File: src/rtl/ellipse_midpoint_rasterizer_assert.svh
// assertion helpers used by the rasterizer controller
// each macro expects clk and arst_n in the enclosing module
`ifndef ELLIPSE_MIDPOINT_RASTERIZER_ASSERT_SVH
`define ELLIPSE_MIDPOINT_RASTERIZER_ASSERT_SVH

// consequent in the same cycle
`define EMR_ASSERT_IMPLY(label, ante, cons, msg) \
	label: assert property (@(posedge clk) disable iff (!arst_n) (ante) |-> (cons)) else $error(msg);

// consequent in the next cycle
`define EMR_ASSERT_NEXT(label, ante, cons, msg) \
	label: assert property (@(posedge clk) disable iff (!arst_n) (ante) |=> (cons)) else $error(msg);

`endif

File: src/rtl/emr_pkg.sv
package emr_pkg;

	localparam int FIELD_W     = 12;
	localparam int POS_W       = 14;
	localparam int COLOR_W     = 32;
	localparam int PENW_W      = 8;
	localparam int ALPHA_LSB   = 24;
	localparam int CFG_IDX_W   = 2;
	localparam int IN_TDATA_W  = 48;
	localparam int OUT_USED_W  = 3 * POS_W + COLOR_W + PENW_W;
	localparam int OUT_TDATA_W = 88;
	localparam int OUT_PAD_W   = OUT_TDATA_W - OUT_USED_W;
	localparam int CNT_W       = 3;

	localparam logic [CFG_IDX_W-1:0] CFG_PEN_COLOR   = 2'd0;
	localparam logic [CFG_IDX_W-1:0] CFG_BRUSH_COLOR = 2'd1;
	localparam logic [CFG_IDX_W-1:0] CFG_PEN_WIDTH   = 2'd2;

	localparam logic [COLOR_W-1:0] PEN_COLOR_RST   = 32'hFF00_0000;
	localparam logic [COLOR_W-1:0] BRUSH_COLOR_RST = 32'h0000_0000;
	localparam logic [PENW_W-1:0]  PEN_WIDTH_RST   = 8'd1;
	localparam logic [PENW_W-1:0]  SPAN_WIDTH      = 8'd1;

	localparam logic [CNT_W-1:0] N_START     = 3'd2;
	localparam logic [CNT_W-1:0] N_STEP      = 3'd4;
	localparam logic [CNT_W-1:0] N_STEP_FILL = 3'd6;

	typedef enum logic [1:0] {
		PH_IDLE = 2'd0,
		PH_R1   = 2'd1,
		PH_R2   = 2'd2
	} phase_t;

	typedef enum logic [4:0] {
		ST_IDLE,
		ST_SQ_RX,
		ST_SQ_RY,
		ST_RX2RY,
		ST_INIT,
		ST_R1B,
		ST_R1C,
		ST_R2B,
		ST_R2C,
		ST_EMIT,
		ST_E1,
		ST_E2,
		ST_E3,
		ST_E4,
		ST_E5,
		ST_E6
	} state_t;

	typedef enum logic [4:0] {
		OP_NOP,
		OP_LOAD,
		OP_SQ_RX,
		OP_SQ_RY,
		OP_RX2RY,
		OP_INIT,
		OP_R1A,
		OP_R1B,
		OP_R1C,
		OP_R2A,
		OP_R2B,
		OP_R2C,
		OP_E1,
		OP_E2,
		OP_E3,
		OP_E4,
		OP_E5,
		OP_E6
	} dp_op_t;

	typedef enum logic [2:0] {
		SL_SPAN_B = 3'd0,
		SL_SPAN_T = 3'd1,
		SL_XR_B   = 3'd2,
		SL_XL_B   = 3'd3,
		SL_XL_T   = 3'd4,
		SL_XR_T   = 3'd5
	} slot_t;

	typedef struct packed {
		dp_op_t op;
		logic   emit;
		slot_t  slot;
		logic   last;
		logic   done;
	} ctrl_cmd_t;

	typedef struct packed {
		logic out_free;
		logic fill_en;
		logic zero_radius;
		logic yt_lt_xt;
		logic y_le_zero;
	} dp_status_t;

endpackage

File: src/rtl/emr_ctrl.sv
`include "ellipse_midpoint_rasterizer_assert.svh"

module emr_ctrl (
	input  logic                   clk,
	input  logic                   arst_n,
	input  logic                   in_valid,
	input  logic                   in_command,
	output logic                   in_ready,
	input  emr_pkg::dp_status_t    st,
	output emr_pkg::ctrl_cmd_t     cmd
);

	emr_pkg::state_t state_q, state_d;
	emr_pkg::phase_t phase_q, phase_d;
	logic            start_q;
	logic [emr_pkg::CNT_W-1:0] cnt_q;

	logic [emr_pkg::CNT_W-1:0] n_items;
	logic [emr_pkg::CNT_W-1:0] cnt_off;
	logic            last_now;
	logic            done_cond;
	logic            enter_r2;
	logic            emit_now;
	logic            accept;
	emr_pkg::phase_t phase_end;
	emr_pkg::slot_t  slot;

	assign accept   = in_valid && in_ready;
	assign emit_now = (state_q == emr_pkg::ST_EMIT) && st.out_free;

	// next result's slot and last/done flags, and end phase
	always_comb begin
		cnt_off   = cnt_q + emr_pkg::CNT_W'(2);
		n_items   = start_q ? emr_pkg::N_START :
		            (st.fill_en ? emr_pkg::N_STEP_FILL : emr_pkg::N_STEP);
		last_now  = (cnt_q == n_items - emr_pkg::CNT_W'(1));
		enter_r2  = !start_q && (phase_q == emr_pkg::PH_R1) && st.yt_lt_xt && !st.y_le_zero;
		if (start_q) begin
			slot      = (cnt_q == '0) ? emr_pkg::SL_XR_B : emr_pkg::SL_XR_T;
			done_cond = st.zero_radius;
			phase_end = st.zero_radius ? emr_pkg::PH_IDLE : emr_pkg::PH_R1;
		end else if (phase_q == emr_pkg::PH_R1) begin
			slot      = st.fill_en ? emr_pkg::slot_t'(cnt_q) : emr_pkg::slot_t'(cnt_off);
			done_cond = st.yt_lt_xt && st.y_le_zero;
			phase_end = !st.yt_lt_xt ? emr_pkg::PH_R1 :
			            (st.y_le_zero ? emr_pkg::PH_IDLE : emr_pkg::PH_R2);
		end else begin
			slot      = st.fill_en ? emr_pkg::slot_t'(cnt_q) : emr_pkg::slot_t'(cnt_off);
			done_cond = st.y_le_zero;
			phase_end = st.y_le_zero ? emr_pkg::PH_IDLE : emr_pkg::PH_R2;
		end
	end

	// next state
	always_comb begin
		state_d = state_q;
		phase_d = phase_q;
		case (state_q)
			emr_pkg::ST_IDLE: begin
				if (in_valid) begin
					if (!in_command) begin
						state_d = emr_pkg::ST_SQ_RX;
					end else if (phase_q == emr_pkg::PH_R1) begin
						state_d = emr_pkg::ST_R1B;
					end else if (phase_q == emr_pkg::PH_R2) begin
						state_d = emr_pkg::ST_R2B;
					end
				end
			end
			emr_pkg::ST_SQ_RX: state_d = emr_pkg::ST_SQ_RY;
			emr_pkg::ST_SQ_RY: state_d = emr_pkg::ST_RX2RY;
			emr_pkg::ST_RX2RY: state_d = emr_pkg::ST_INIT;
			emr_pkg::ST_INIT:  state_d = emr_pkg::ST_EMIT;
			emr_pkg::ST_R1B:   state_d = emr_pkg::ST_R1C;
			emr_pkg::ST_R1C:   state_d = emr_pkg::ST_EMIT;
			emr_pkg::ST_R2B:   state_d = emr_pkg::ST_R2C;
			emr_pkg::ST_R2C:   state_d = emr_pkg::ST_EMIT;
			emr_pkg::ST_EMIT: begin
				if (emit_now && last_now) begin
					phase_d = phase_end;
					state_d = enter_r2 ? emr_pkg::ST_E1 : emr_pkg::ST_IDLE;
				end
			end
			emr_pkg::ST_E1: state_d = emr_pkg::ST_E2;
			emr_pkg::ST_E2: state_d = emr_pkg::ST_E3;
			emr_pkg::ST_E3: state_d = emr_pkg::ST_E4;
			emr_pkg::ST_E4: state_d = emr_pkg::ST_E5;
			emr_pkg::ST_E5: state_d = emr_pkg::ST_E6;
			emr_pkg::ST_E6: state_d = emr_pkg::ST_IDLE;
			default:        state_d = emr_pkg::ST_IDLE;
		endcase
	end

	// outputs
	always_comb begin
		in_ready = (state_q == emr_pkg::ST_IDLE);
		cmd.emit = emit_now;
		cmd.slot = slot;
		cmd.last = last_now;
		cmd.done = last_now && done_cond;
		case (state_q)
			emr_pkg::ST_IDLE: begin
				if (!in_valid) begin
					cmd.op = emr_pkg::OP_NOP;
				end else if (!in_command) begin
					cmd.op = emr_pkg::OP_LOAD;
				end else if (phase_q == emr_pkg::PH_R1) begin
					cmd.op = emr_pkg::OP_R1A;
				end else if (phase_q == emr_pkg::PH_R2) begin
					cmd.op = emr_pkg::OP_R2A;
				end else begin
					cmd.op = emr_pkg::OP_NOP;
				end
			end
			emr_pkg::ST_SQ_RX: cmd.op = emr_pkg::OP_SQ_RX;
			emr_pkg::ST_SQ_RY: cmd.op = emr_pkg::OP_SQ_RY;
			emr_pkg::ST_RX2RY: cmd.op = emr_pkg::OP_RX2RY;
			emr_pkg::ST_INIT:  cmd.op = emr_pkg::OP_INIT;
			emr_pkg::ST_R1B:   cmd.op = emr_pkg::OP_R1B;
			emr_pkg::ST_R1C:   cmd.op = emr_pkg::OP_R1C;
			emr_pkg::ST_R2B:   cmd.op = emr_pkg::OP_R2B;
			emr_pkg::ST_R2C:   cmd.op = emr_pkg::OP_R2C;
			emr_pkg::ST_E1:    cmd.op = emr_pkg::OP_E1;
			emr_pkg::ST_E2:    cmd.op = emr_pkg::OP_E2;
			emr_pkg::ST_E3:    cmd.op = emr_pkg::OP_E3;
			emr_pkg::ST_E4:    cmd.op = emr_pkg::OP_E4;
			emr_pkg::ST_E5:    cmd.op = emr_pkg::OP_E5;
			emr_pkg::ST_E6:    cmd.op = emr_pkg::OP_E6;
			default:           cmd.op = emr_pkg::OP_NOP;
		endcase
	end

	always_ff @(posedge clk or negedge arst_n) begin
		if (!arst_n) begin
			state_q <= emr_pkg::ST_IDLE;
			phase_q <= emr_pkg::PH_IDLE;
			start_q <= 1'b0;
			cnt_q   <= '0;
		end else begin
			state_q <= state_d;
			phase_q <= phase_d;
			if (accept) begin
				start_q <= !in_command;
				cnt_q   <= '0;
			end else if (emit_now) begin
				cnt_q <= cnt_q + emr_pkg::CNT_W'(1);
			end
		end
	end

	`EMR_ASSERT_IMPLY(a_emit_needs_room, cmd.emit, st.out_free, "result issued into a full output register")
	`EMR_ASSERT_IMPLY(a_done_only_last, cmd.emit && cmd.done, cmd.last, "shape finished before last result")
	`EMR_ASSERT_NEXT(a_done_goes_idle, cmd.emit && cmd.done, phase_q == emr_pkg::PH_IDLE && state_q == emr_pkg::ST_IDLE, "finished shape left a live phase")
	`EMR_ASSERT_NEXT(a_region2_entry, state_q == emr_pkg::ST_E6, phase_q == emr_pkg::PH_R2 && state_q == emr_pkg::ST_IDLE, "region 2 set-up did not land in region 2")

endmodule

File: src/rtl/emr_datapath.sv
module emr_datapath #(
	parameter int COORD_BITS = 12
) (
	input  logic                                  clk,
	input  logic                                  arst_n,
	input  emr_pkg::ctrl_cmd_t                    cmd,
	input  logic [emr_pkg::IN_TDATA_W-1:0]        in_tdata,
	input  logic                                  cfg_we,
	input  logic [emr_pkg::CFG_IDX_W-1:0]         cfg_index,
	input  logic [emr_pkg::COLOR_W-1:0]           cfg_data,
	input  logic                                  out_ready,
	output emr_pkg::dp_status_t                   st,
	output logic                                  out_valid,
	output logic [emr_pkg::OUT_TDATA_W-1:0]       out_tdata,
	output logic [1:0]                            out_tuser,
	output logic                                  out_tlast
);

	localparam int CW  = (COORD_BITS < emr_pkg::FIELD_W) ? COORD_BITS : emr_pkg::FIELD_W;
	localparam int RW  = CW - 1;
	localparam int SW  = CW + 1;
	localparam int QW  = 2 * CW - 2;
	localparam int TW  = 3 * CW + 1;
	localparam int DW  = 4 * CW + 2;
	localparam int MA  = 2 * CW;
	localparam int MB  = 2 * CW + 4;
	localparam int PW  = MA + MB;
	localparam int PXW = emr_pkg::POS_W + 1;

	// configuration registers
	logic [emr_pkg::COLOR_W-1:0] pen_color_q;
	logic [emr_pkg::COLOR_W-1:0] brush_color_q;
	logic [emr_pkg::PENW_W-1:0]  pen_width_q;

	// shape state
	logic [CW-1:0]        centre_x_q, centre_y_q;
	logic [RW-1:0]        rx_q, ry_q;
	logic [QW-1:0]        rx2_q, ry2_q;
	logic signed [SW-1:0] step_x_q, step_y_q;
	logic signed [TW-1:0] xterm_q, yterm_q, aux_q;
	logic signed [DW-1:0] dec_q;
	logic [PW-1:0]        mul_q;
	logic signed [PW-1:0] acc_q;

	// output register
	logic                             out_valid_q;
	logic                             kind_q, done_q, last_q;
	logic [emr_pkg::POS_W-1:0]        xs_q, xe_q, y_q;
	logic [emr_pkg::COLOR_W-1:0]      color_q;
	logic [emr_pkg::PENW_W-1:0]       width_q;

	logic [CW-1:0]        ax, ay, bx, by, dx, dy, min_x, min_y;
	logic [RW-1:0]        rx, ry;
	logic [MA-1:0]        mul_a;
	logic [MB-1:0]        mul_b;
	logic                 mul_en;
	logic signed [TW-1:0] two_rx2, two_ry2;
	logic signed [DW-1:0] rx2_d, ry2_d;
	logic signed [PW-1:0] p_x4, num_fin, dec_fin;
	logic [SW-1:0]        ym;
	logic [SW-1:0]        tx;
	logic signed [PXW-1:0] cx_e, cy_e, sx_e, sy_e, xl, xr, yb, yt;
	logic                 is_span, is_left, is_top;

	assign ax = in_tdata[CW-1:0];
	assign ay = in_tdata[emr_pkg::FIELD_W +: CW];
	assign bx = in_tdata[2*emr_pkg::FIELD_W +: CW];
	assign by = in_tdata[3*emr_pkg::FIELD_W +: CW];

	assign dx    = (bx > ax) ? bx - ax : ax - bx;
	assign dy    = (by > ay) ? by - ay : ay - by;
	assign rx    = dx[CW-1:1];
	assign ry    = dy[CW-1:1];
	assign min_x = (ax < bx) ? ax : bx;
	assign min_y = (ay < by) ? ay : by;

	assign two_rx2 = $signed(TW'({rx2_q, 1'b0}));
	assign two_ry2 = $signed(TW'({ry2_q, 1'b0}));
	assign rx2_d   = $signed(DW'(rx2_q));
	assign ry2_d   = $signed(DW'(ry2_q));

	// region 2 entry operands: 2x+1 and y-1, both non-negative there
	assign tx = {step_x_q[SW-2:0], 1'b1};
	assign ym = step_y_q - SW'(1);

	assign p_x4    = $signed({mul_q[PW-3:0], 2'b00});
	assign num_fin = acc_q - p_x4;
	// divide by four, rounding toward zero
	assign dec_fin = (num_fin + $signed({{(PW-2){1'b0}}, {2{num_fin[PW-1]}}})) >>> 2;

	// shared multiplier operand select
	always_comb begin
		mul_a  = '0;
		mul_b  = '0;
		mul_en = 1'b1;
		case (cmd.op)
			emr_pkg::OP_SQ_RX: begin
				mul_a = MA'(rx_q);
				mul_b = MB'(rx_q);
			end
			emr_pkg::OP_SQ_RY: begin
				mul_a = MA'(ry_q);
				mul_b = MB'(ry_q);
			end
			emr_pkg::OP_RX2RY: begin
				mul_a = MA'(rx2_q);
				mul_b = MB'(ry_q);
			end
			emr_pkg::OP_E1: begin
				mul_a = MA'(tx);
				mul_b = MB'(tx);
			end
			emr_pkg::OP_E2: begin
				mul_a = MA'(ry2_q);
				mul_b = mul_q[MB-1:0];
			end
			emr_pkg::OP_E3: begin
				mul_a = MA'(ym);
				mul_b = MB'(ym);
			end
			emr_pkg::OP_E4: begin
				mul_a = MA'(rx2_q);
				mul_b = mul_q[MB-1:0];
			end
			emr_pkg::OP_E5: begin
				mul_a = MA'(rx2_q);
				mul_b = MB'(ry2_q);
			end
			default: mul_en = 1'b0;
		endcase
	end

	always_ff @(posedge clk) begin
		if (mul_en) begin
			mul_q <= PW'(mul_a) * PW'(mul_b);
		end
		case (cmd.op)
			emr_pkg::OP_LOAD: begin
				centre_x_q <= min_x + CW'(rx);
				centre_y_q <= min_y + CW'(ry);
				rx_q       <= rx;
				ry_q       <= ry;
				step_x_q   <= '0;
				step_y_q   <= $signed(SW'(ry));
				xterm_q    <= '0;
			end
			emr_pkg::OP_SQ_RY: rx2_q <= mul_q[QW-1:0];
			emr_pkg::OP_RX2RY: ry2_q <= mul_q[QW-1:0];
			emr_pkg::OP_INIT: begin
				yterm_q <= $signed({mul_q[TW-2:0], 1'b0});
				dec_q   <= ry2_d + $signed(DW'(ry2_q >> 2)) - $signed(mul_q[DW-1:0]);
			end
			emr_pkg::OP_R1A: begin
				step_x_q <= step_x_q + SW'(1);
				xterm_q  <= xterm_q + two_ry2;
				aux_q    <= yterm_q - two_rx2;
			end
			emr_pkg::OP_R1B: dec_q <= dec_q + DW'(xterm_q) + ry2_d;
			emr_pkg::OP_R1C: begin
				if (!dec_q[DW-1]) begin
					step_y_q <= step_y_q - SW'(1);
					yterm_q  <= aux_q;
					dec_q    <= dec_q - DW'(aux_q);
				end
			end
			emr_pkg::OP_R2A: begin
				step_y_q <= step_y_q - SW'(1);
				yterm_q  <= yterm_q - two_rx2;
				aux_q    <= xterm_q + two_ry2;
			end
			emr_pkg::OP_R2B: dec_q <= dec_q + rx2_d - DW'(yterm_q);
			emr_pkg::OP_R2C: begin
				if (dec_q[DW-1] || (dec_q == '0)) begin
					step_x_q <= step_x_q + SW'(1);
					xterm_q  <= aux_q;
					dec_q    <= dec_q + DW'(aux_q);
				end
			end
			emr_pkg::OP_E3: acc_q <= $signed(mul_q);
			emr_pkg::OP_E5: acc_q <= acc_q + p_x4;
			emr_pkg::OP_E6: dec_q <= dec_fin[DW-1:0];
			default: ;
		endcase
	end

	// mirrored points around the centre
	assign cx_e = $signed(PXW'(centre_x_q));
	assign cy_e = $signed(PXW'(centre_y_q));
	assign sx_e = PXW'(step_x_q);
	assign sy_e = PXW'(step_y_q);
	assign xl   = cx_e - sx_e;
	assign xr   = cx_e + sx_e;
	assign yb   = cy_e + sy_e;
	assign yt   = cy_e - sy_e;

	assign is_span = (cmd.slot == emr_pkg::SL_SPAN_B) || (cmd.slot == emr_pkg::SL_SPAN_T);
	assign is_left = (cmd.slot == emr_pkg::SL_XL_B) || (cmd.slot == emr_pkg::SL_XL_T);
	assign is_top  = (cmd.slot == emr_pkg::SL_SPAN_T) || (cmd.slot == emr_pkg::SL_XL_T) ||
	                 (cmd.slot == emr_pkg::SL_XR_T);

	always_ff @(posedge clk) begin
		if (cmd.emit) begin
			kind_q  <= is_span;
			xs_q    <= (is_span || is_left) ? xl[emr_pkg::POS_W-1:0] : xr[emr_pkg::POS_W-1:0];
			xe_q    <= is_left ? xl[emr_pkg::POS_W-1:0] : xr[emr_pkg::POS_W-1:0];
			y_q     <= is_top ? yt[emr_pkg::POS_W-1:0] : yb[emr_pkg::POS_W-1:0];
			color_q <= is_span ? brush_color_q : pen_color_q;
			width_q <= is_span ? emr_pkg::SPAN_WIDTH : pen_width_q;
			last_q  <= cmd.last;
			done_q  <= cmd.done;
		end
	end

	always_ff @(posedge clk or negedge arst_n) begin
		if (!arst_n) begin
			out_valid_q   <= 1'b0;
			pen_color_q   <= emr_pkg::PEN_COLOR_RST;
			brush_color_q <= emr_pkg::BRUSH_COLOR_RST;
			pen_width_q   <= emr_pkg::PEN_WIDTH_RST;
		end else begin
			if (cmd.emit) begin
				out_valid_q <= 1'b1;
			end else if (out_ready) begin
				out_valid_q <= 1'b0;
			end
			if (cfg_we) begin
				case (cfg_index)
					emr_pkg::CFG_PEN_COLOR:   pen_color_q   <= cfg_data;
					emr_pkg::CFG_BRUSH_COLOR: brush_color_q <= cfg_data;
					emr_pkg::CFG_PEN_WIDTH:   pen_width_q   <= cfg_data[emr_pkg::PENW_W-1:0];
					default: ;
				endcase
			end
		end
	end

	assign st.out_free    = !out_valid_q || out_ready;
	assign st.fill_en     = (brush_color_q[emr_pkg::COLOR_W-1:emr_pkg::ALPHA_LSB] != '0);
	assign st.zero_radius = (rx_q == '0) || (ry_q == '0);
	assign st.yt_lt_xt    = (yterm_q < xterm_q);
	assign st.y_le_zero   = step_y_q[SW-1] || (step_y_q == '0);

	assign out_valid = out_valid_q;
	assign out_tdata = {{emr_pkg::OUT_PAD_W{1'b0}}, width_q, color_q, y_q, xe_q, xs_q};
	assign out_tuser = {done_q, kind_q};
	assign out_tlast = last_q;

endmodule

File: src/rtl/ellipse_midpoint_rasterizer.sv
// midpoint ellipse rasterizer: outline stamp centres and optional fill spans
// s_axis: one transaction per command; tuser = 0 starts a shape from the two
//   corners in tdata, tuser = 1 advances the shape by one midpoint iteration
// m_axis: one transaction per result; tlast marks the final result of the
//   input transaction, tuser[1] marks the result that finishes the shape
// cfg: pen colour (0), brush colour (1), pen width (2); cfg_ready is always high
// one item at a time: s_axis_tready is high only while the sequencer is idle
// start: set-up through the shared multiplier (SQ_RX, SQ_RY, RX2RY, INIT), then 2 results
// step: update steps A, B and C, then 4 results (6 with a visible brush), one a cycle while m_axis accepts
// the step that leaves region 1 adds the region 2 set-up states E1 to E6 after its last result
// after the update finishes, the EMIT state loads the first result into the result register that drives m_axis
// a stalled m_axis holds the result register and the sequencer waits for it
// reset sets the cfg registers to their defaults, clears the output valid and leaves no shape active
module ellipse_midpoint_rasterizer #(
	parameter int COORD_BITS = 12
) (
	input  logic                                   clk,
	input  logic                                   arst_n,
	input  logic                                   s_axis_tvalid,
	output logic                                   s_axis_tready,
	// corner_ax, corner_ay, corner_bx, corner_by
	input  logic [emr_pkg::IN_TDATA_W-1:0]         s_axis_tdata,
	// command
	input  logic                                   s_axis_tuser,
	output logic                                   m_axis_tvalid,
	input  logic                                   m_axis_tready,
	// pos_x, span_end_x, pos_y, color, stamp_width, zero fill
	output logic [emr_pkg::OUT_TDATA_W-1:0]        m_axis_tdata,
	// kind, shape_done
	output logic [1:0]                             m_axis_tuser,
	output logic                                   m_axis_tlast,
	input  logic                                   cfg_valid,
	output logic                                   cfg_ready,
	input  logic [emr_pkg::CFG_IDX_W-1:0]          cfg_index,
	input  logic [emr_pkg::COLOR_W-1:0]            cfg_data
);

	emr_pkg::ctrl_cmd_t  cmd;
	emr_pkg::dp_status_t st;

	assign cfg_ready = 1'b1;

	emr_ctrl u_ctrl (
		.clk        (clk),
		.arst_n     (arst_n),
		.in_valid   (s_axis_tvalid),
		.in_command (s_axis_tuser),
		.in_ready   (s_axis_tready),
		.st         (st),
		.cmd        (cmd)
	);

	emr_datapath #(
		.COORD_BITS (COORD_BITS)
	) u_datapath (
		.clk       (clk),
		.arst_n    (arst_n),
		.cmd       (cmd),
		.in_tdata  (s_axis_tdata),
		.cfg_we    (cfg_valid && cfg_ready),
		.cfg_index (cfg_index),
		.cfg_data  (cfg_data),
		.out_ready (m_axis_tready),
		.st        (st),
		.out_valid (m_axis_tvalid),
		.out_tdata (m_axis_tdata),
		.out_tuser (m_axis_tuser),
		.out_tlast (m_axis_tlast)
	);

endmodule
File: config.mk
export PLATFORM = sky130hd
export DESIGN_NAME = ellipse_midpoint_rasterizer
export DESIGN_NICKNAME = d
export VERILOG_FILES = /design/src/rtl/emr_pkg.sv /design/src/rtl/emr_ctrl.sv /design/src/rtl/emr_datapath.sv /design/src/rtl/ellipse_midpoint_rasterizer.sv
export VERILOG_INCLUDE_DIRS = /design/src /design/src/rtl
export SDC_FILE = /design/constraint.sdc
export NUM_CORES = 2
export LEC_CHECK = 0
export ABC_AREA = 1
export BUFFER_PORTS_ARGS = -buffer_cell sky130_fd_sc_hd__buf_4
export CORE_ASPECT_RATIO = 1.1
export CORE_UTILIZATION = 45
export DETAILED_ROUTE_END_ITERATION = 10
export SLEW_MARGIN = 20
export SYNTH_ARGS = -nofsm -noshare
export SYNTH_HDL_FRONTEND = slang
export SYNTH_SLANG_ARGS = --single-unit
File: constraint.sdc
create_clock -name clk -period 12.35 [get_ports clk]
set_input_delay 0.6175 -clock clk [delete_from_list [all_inputs] [get_ports clk]]
set_output_delay 0.6175 -clock clk [all_outputs]
set_load 0.005 [all_outputs]
==> metrics.txt <==
worst vdd rail ir drop=0.0002005 V; Final setup violation count=0; result of the run=finished clean; vias in the first global route=79400; I/O pin cnt=182; Yosys reg bits=546; Resize count post-CTS=0; routability congestion estimate from global placement=1.083; maximum number of pins on one net before global-route repair=86; final clock skew=0.04572 ns; EDFF count, synth=463; Slew Limit Headroom=0.1399; setup repair after global routing missed its margin=false; final cell count without fillers=13760; syn_area_per_cell=7.066 um^2; proportion of register bits with asynchronous set or reset after synthesis=0.1520; clock network fraction of total power=0.083; final hold violations=0; Crit path largest cell delay=0.56 ns; aggregate global routing overflow=0; number of instances in the placed design=13630; sequential share of power=0.146; power density over the cells=307.8 mW/mm^2; DR DRC count=0; antenna violations before repair=5; standard-cell rows=161; Final Max Slew Viols=0; count of warnings emitted by yosys=0; placed wire-length estimate after detailed placement=302.3 mm; total core area=0.1755 mm^2; Sw Share=0.6147; standard cell with the maximum stage delay on the critical path=sky130_fd_sc_hd__fa_1; clock sink count=546; final-layout fill cell count=17950; Setup Crit Path Kind=flip-flop to flip-flop; routed via count divided by cell count=5.773; final period utilization=0.7894; insertion delay to the later sink of the worst-skew pair=0.72 ns; average routed wire per standard cell=26.29 um; fraction of final layout cells sized beyond drive strength 1=0.05822; crit-path max FO=26; most instantiated flip-flop cell in the synthesis netlist=sky130_fd_sc_hd__edfxtp_1; DRC violation total after the first TritonRoute iteration=7703; internal power of the cells=0.01020 W; GRT Overall Usage=0.3997; Setup TNS Final=0 ns; max cap viols=0; clock buffer count from CTS=67; vertical extent of the die=443.2 um; Hold/Removal Path Class=primary input to flip-flop; share of Yosys cell area claimed by the top area cell type=0.1746; post-synthesis cell type count=73; switching power=0.01627 W; Clock Path Buffers=3; number of detailed-routing iterations run before antenna repair=6; Horiz. Die Dim=403.1 um; crit path DAT=10.18 ns; slew of the pin with the lowest slew margin=1.278 ns; Startpoint Class=flip-flop; clock transition at the register clock pins on the worst setup and hold paths after CTS=0.06 ns; DIE AREA=0.1787 mm^2; first-pass GRT wire length=522.9 mm; H-tree lvl count=3; number of I/O port buffers=174; WP data required=12.78 ns; clock tree from TritonCTS=done; cells after synthesis=11270; Antenna Nets Post-Route=0; post-layout minimum cycle time=9.749 ns; crit end category=flip-flop; leakage dissipation=41.97 nW; proportion of synthesized chip area in sequential cells=0.2008; cell type contributing the most total cell area after synthesis=sky130_fd_sc_hd__edfxtp_1; f_max=102.6 MHz; CTS Root Buffer Type=sky130_fd_sc_hd__clkbuf_16; post-synth design cell area=0.07964 mm^2; leading cell types by total area after synthesis=sky130_fd_sc_hd__edfxtp_1, sky130_fd_sc_hd__fa_1, sky130_fd_sc_hd__nand2_1; combinational power share=0.771; Detailed Route WL=361.7 mm; Starting Density=0.4539; nets=12750; area overhead of the layout relative to synthesis=7.965%; number of vias in the routed layout=79410
-- through the flow --
step | total power, W | setup WS (ns) | hold WS (ns) | utilization | area [um^2]
finish | 0.02647 | 2.601 | 0.1000 | 0.4901 | 85990
global route | 0.02817 | 2.025 | 0.09786 | 0.4900 | 85970
CTS | 0.02592 | 2.690 | 0.05657 | 0.4898 | 85950
detailed placement | 0.02361 | 2.734 | 0.4729 | 0.4762 | 83560
global placement | 0.02349 | 2.776 | 0.4659 | 0.4762 | 83550
floorplan | 0.01606 | 3.866 | 0.3219 | - | 79660
-- cell usage after synthesis, types with 14 or more instances --
master and number:
sky130_fd_sc_hd__o221ai_1 46, sky130_fd_sc_hd__a21oi_1 735, sky130_fd_sc_hd__inv_2 19, sky130_fd_sc_hd__nand3b_1 18, sky130_fd_sc_hd__nor2_1 1080, sky130_fd_sc_hd__or2_2 69, sky130_fd_sc_hd__clkbuf_1 138, sky130_fd_sc_hd__o21ai_1 32
sky130_fd_sc_hd__nand3_1 593, sky130_fd_sc_hd__buf_4 29, sky130_fd_sc_hd__fa_1 579, sky130_fd_sc_hd__nand2_1 2579, sky130_fd_sc_hd__a21o_1 60, sky130_fd_sc_hd__a221oi_1 14, sky130_fd_sc_hd__edfxtp_1 463, sky130_fd_sc_hd__buf_2 102
sky130_fd_sc_hd__a21boi_0 23, sky130_fd_sc_hd__nor2_2 41, sky130_fd_sc_hd__dfrtp_1 74, sky130_fd_sc_hd__ha_1 747, sky130_fd_sc_hd__o21bai_1 56, sky130_fd_sc_hd__nor3_1 103, sky130_fd_sc_hd__xor2_1 210, sky130_fd_sc_hd__inv_1 2127
sky130_fd_sc_hd__a31oi_1 76, sky130_fd_sc_hd__nand2_2 47, sky130_fd_sc_hd__nor2_4 14, sky130_fd_sc_hd__nor4_1 44, sky130_fd_sc_hd__o22ai_1 31, sky130_fd_sc_hd__o211ai_1 32, sky130_fd_sc_hd__o21ai_0 675, sky130_fd_sc_hd__o21a_1 37
sky130_fd_sc_hd__nand4_1 121, sky130_fd_sc_hd__xnor2_1 71, sky130_fd_sc_hd__and3_1 17
-- placed cells by master (no fill, tap or decap), drive strengths merged, types with 32 or more instances in the layout --
| cell type | Yosys | layout |
|---|---|---|
| a21o | 60 | 60 |
| a21oi | 742 | 742 |
| a31oi | 76 | 76 |
| buf | 144 | 271 |
| clkbuf | 139 | 83 |
| clkinv | 14 | 34 |
| dfrtp | 74 | 74 |
| edfxtp | 463 | 463 |
| fa | 579 | 579 |
| ha | 747 | 747 |
| inv | 2146 | 2152 |
| nand2 | 2631 | 2631 |
| nand3 | 602 | 602 |
| nand4 | 121 | 121 |
| nor2 | 1135 | 1135 |
| nor3 | 112 | 112 |
| nor4 | 49 | 49 |
| o211ai | 32 | 32 |
| o21a | 38 | 38 |
| o21ai | 707 | 707 |
| o21bai | 56 | 56 |
| o221ai | 46 | 46 |
| o22ai | 37 | 37 |
| or2 | 72 | 72 |
| xnor2 | 71 | 71 |
| xor2 | 213 | 213 |
-- final timing paths --
kind | startpoint | to | slack, ns | cells past startpoint
worst max-delay path | u_ctrl.state_q[1] | u_datapath.mul_q[49] | 2.60 | 37
worst min-delay path | m_axis_tready | u_datapath.out_valid | 0.1 | 2
worst max register to register | u_ctrl.state_q[1] | u_datapath.mul_q[49] | 2.60 | 37
worst min register to register | u_datapath.brush_color_q[12] | u_datapath.brush_color_q[12] | 0.48 | 2
max in group asynchronous | arst_n | u_datapath.pen_color_q[18] | 10.82 | 3
min in group asynchronous | arst_n | u_datapath.out_valid | 0.33 | 2
-- power by group through the flow --
stage | logic (W) | registers (W) | clock network (W)
6_report | 0.0204 | 0.00385 | 0.00220
2_1_floorplan | 0.0126 | 0.00344 | 0
3_5_place_dp | 0.0198 | 0.00385 | 0
3_3_place_gp | 0.0196 | 0.00384 | 0
4_1_cts | 0.0199 | 0.00381 | 0.00222
5_1_grt | 0.0220 | 0.00387 | 0.00227
-- routing by layer --
metal  track usage  part of all wire  up-vias
met4        0.3075             0.091        2
met5             0          0.000036        -
li1              -                 -    36250
met2        0.6542              0.46     3777
met1        0.4747              0.38    38380
met3       0.05552             0.074     1006
-- critical path, delay by kind of cell, from the launching register on --
kind	cells	cell delay (ns)
AO/OA/AOI/OAI	9	2.27
XOR/XNOR	1	0.15
adder cells (fa/ha/maj)	8	3.74
buffers and inverters	10	1.27
flip-flops	1	0.42
AND/OR/NAND/NOR	9	1.61
-- kinds of logic (layout without fill, tap and decap cells) --
logic type	Yosys count	after routing	share of synthesized area
DFF	546	546	0.2008
buffers and inverters	2443	2554	0.1183
adders and majority gates	1326	1326	0.2629
other	2	14	0.00009430
xor gates and xnor gates	284	284	0.03151
muxes	1	1	0.0001257
and+or+nand+nor	4774	4774	0.2524
AOI/OAI and AO/OA	1895	1895	0.1339
-- cell type report --
| cell class | count | area (um^2) | area share |
|---|---|---|---|
| Multi-Input combinational cell | 8287 | 54480 | 0.6336 |
| Sequential cell | 546 | 15990 | 0.1860 |
| Inverter | 2160 | 8109 | 0.09431 |
| Tap cell | 2363 | 2957 | 0.03438 |
| Timing Repair Buffer | 272 | 2048 | 0.02382 |
| Clock buffer | 83 | 1768 | 0.02056 |
| Clock inverter | 39 | 611.8 | 0.007116 |
| Antenna cell | 7 | 17.52 | 0.0002037 |
-- flip-flops by register name, summed over array words and instances, names as in the netlist, 12 cells and up --
name and flops:
u_datapath.brush_color_q 32, u_datapath.centre_y_q 12, u_datapath.xs_q 14, u_datapath.xe_q 13, u_datapath.pen_color_q 32, u_datapath.aux_q 37
u_datapath.rx2_q 22, u_datapath.centre_x_q 12, u_datapath.y_q 14, u_datapath.color_q 32, u_datapath.ry2_q 22, u_datapath.mul_q 50
u_datapath.step_x_q 13, u_datapath.xterm_q 37, u_datapath.yterm_q 37, u_datapath.dec_q 50, u_datapath.acc_q 52, u_datapath.step_y_q 13
-- repair_timing --
| action | CTS | global route |
|---|---|---|
| hold buffers | 1 | 0 |
| buffers inserted | 0 | 0 |
| endpoints found under the hold margin | 13 | 0 |
Note: power is estimated with default switching activity, not from simulation.
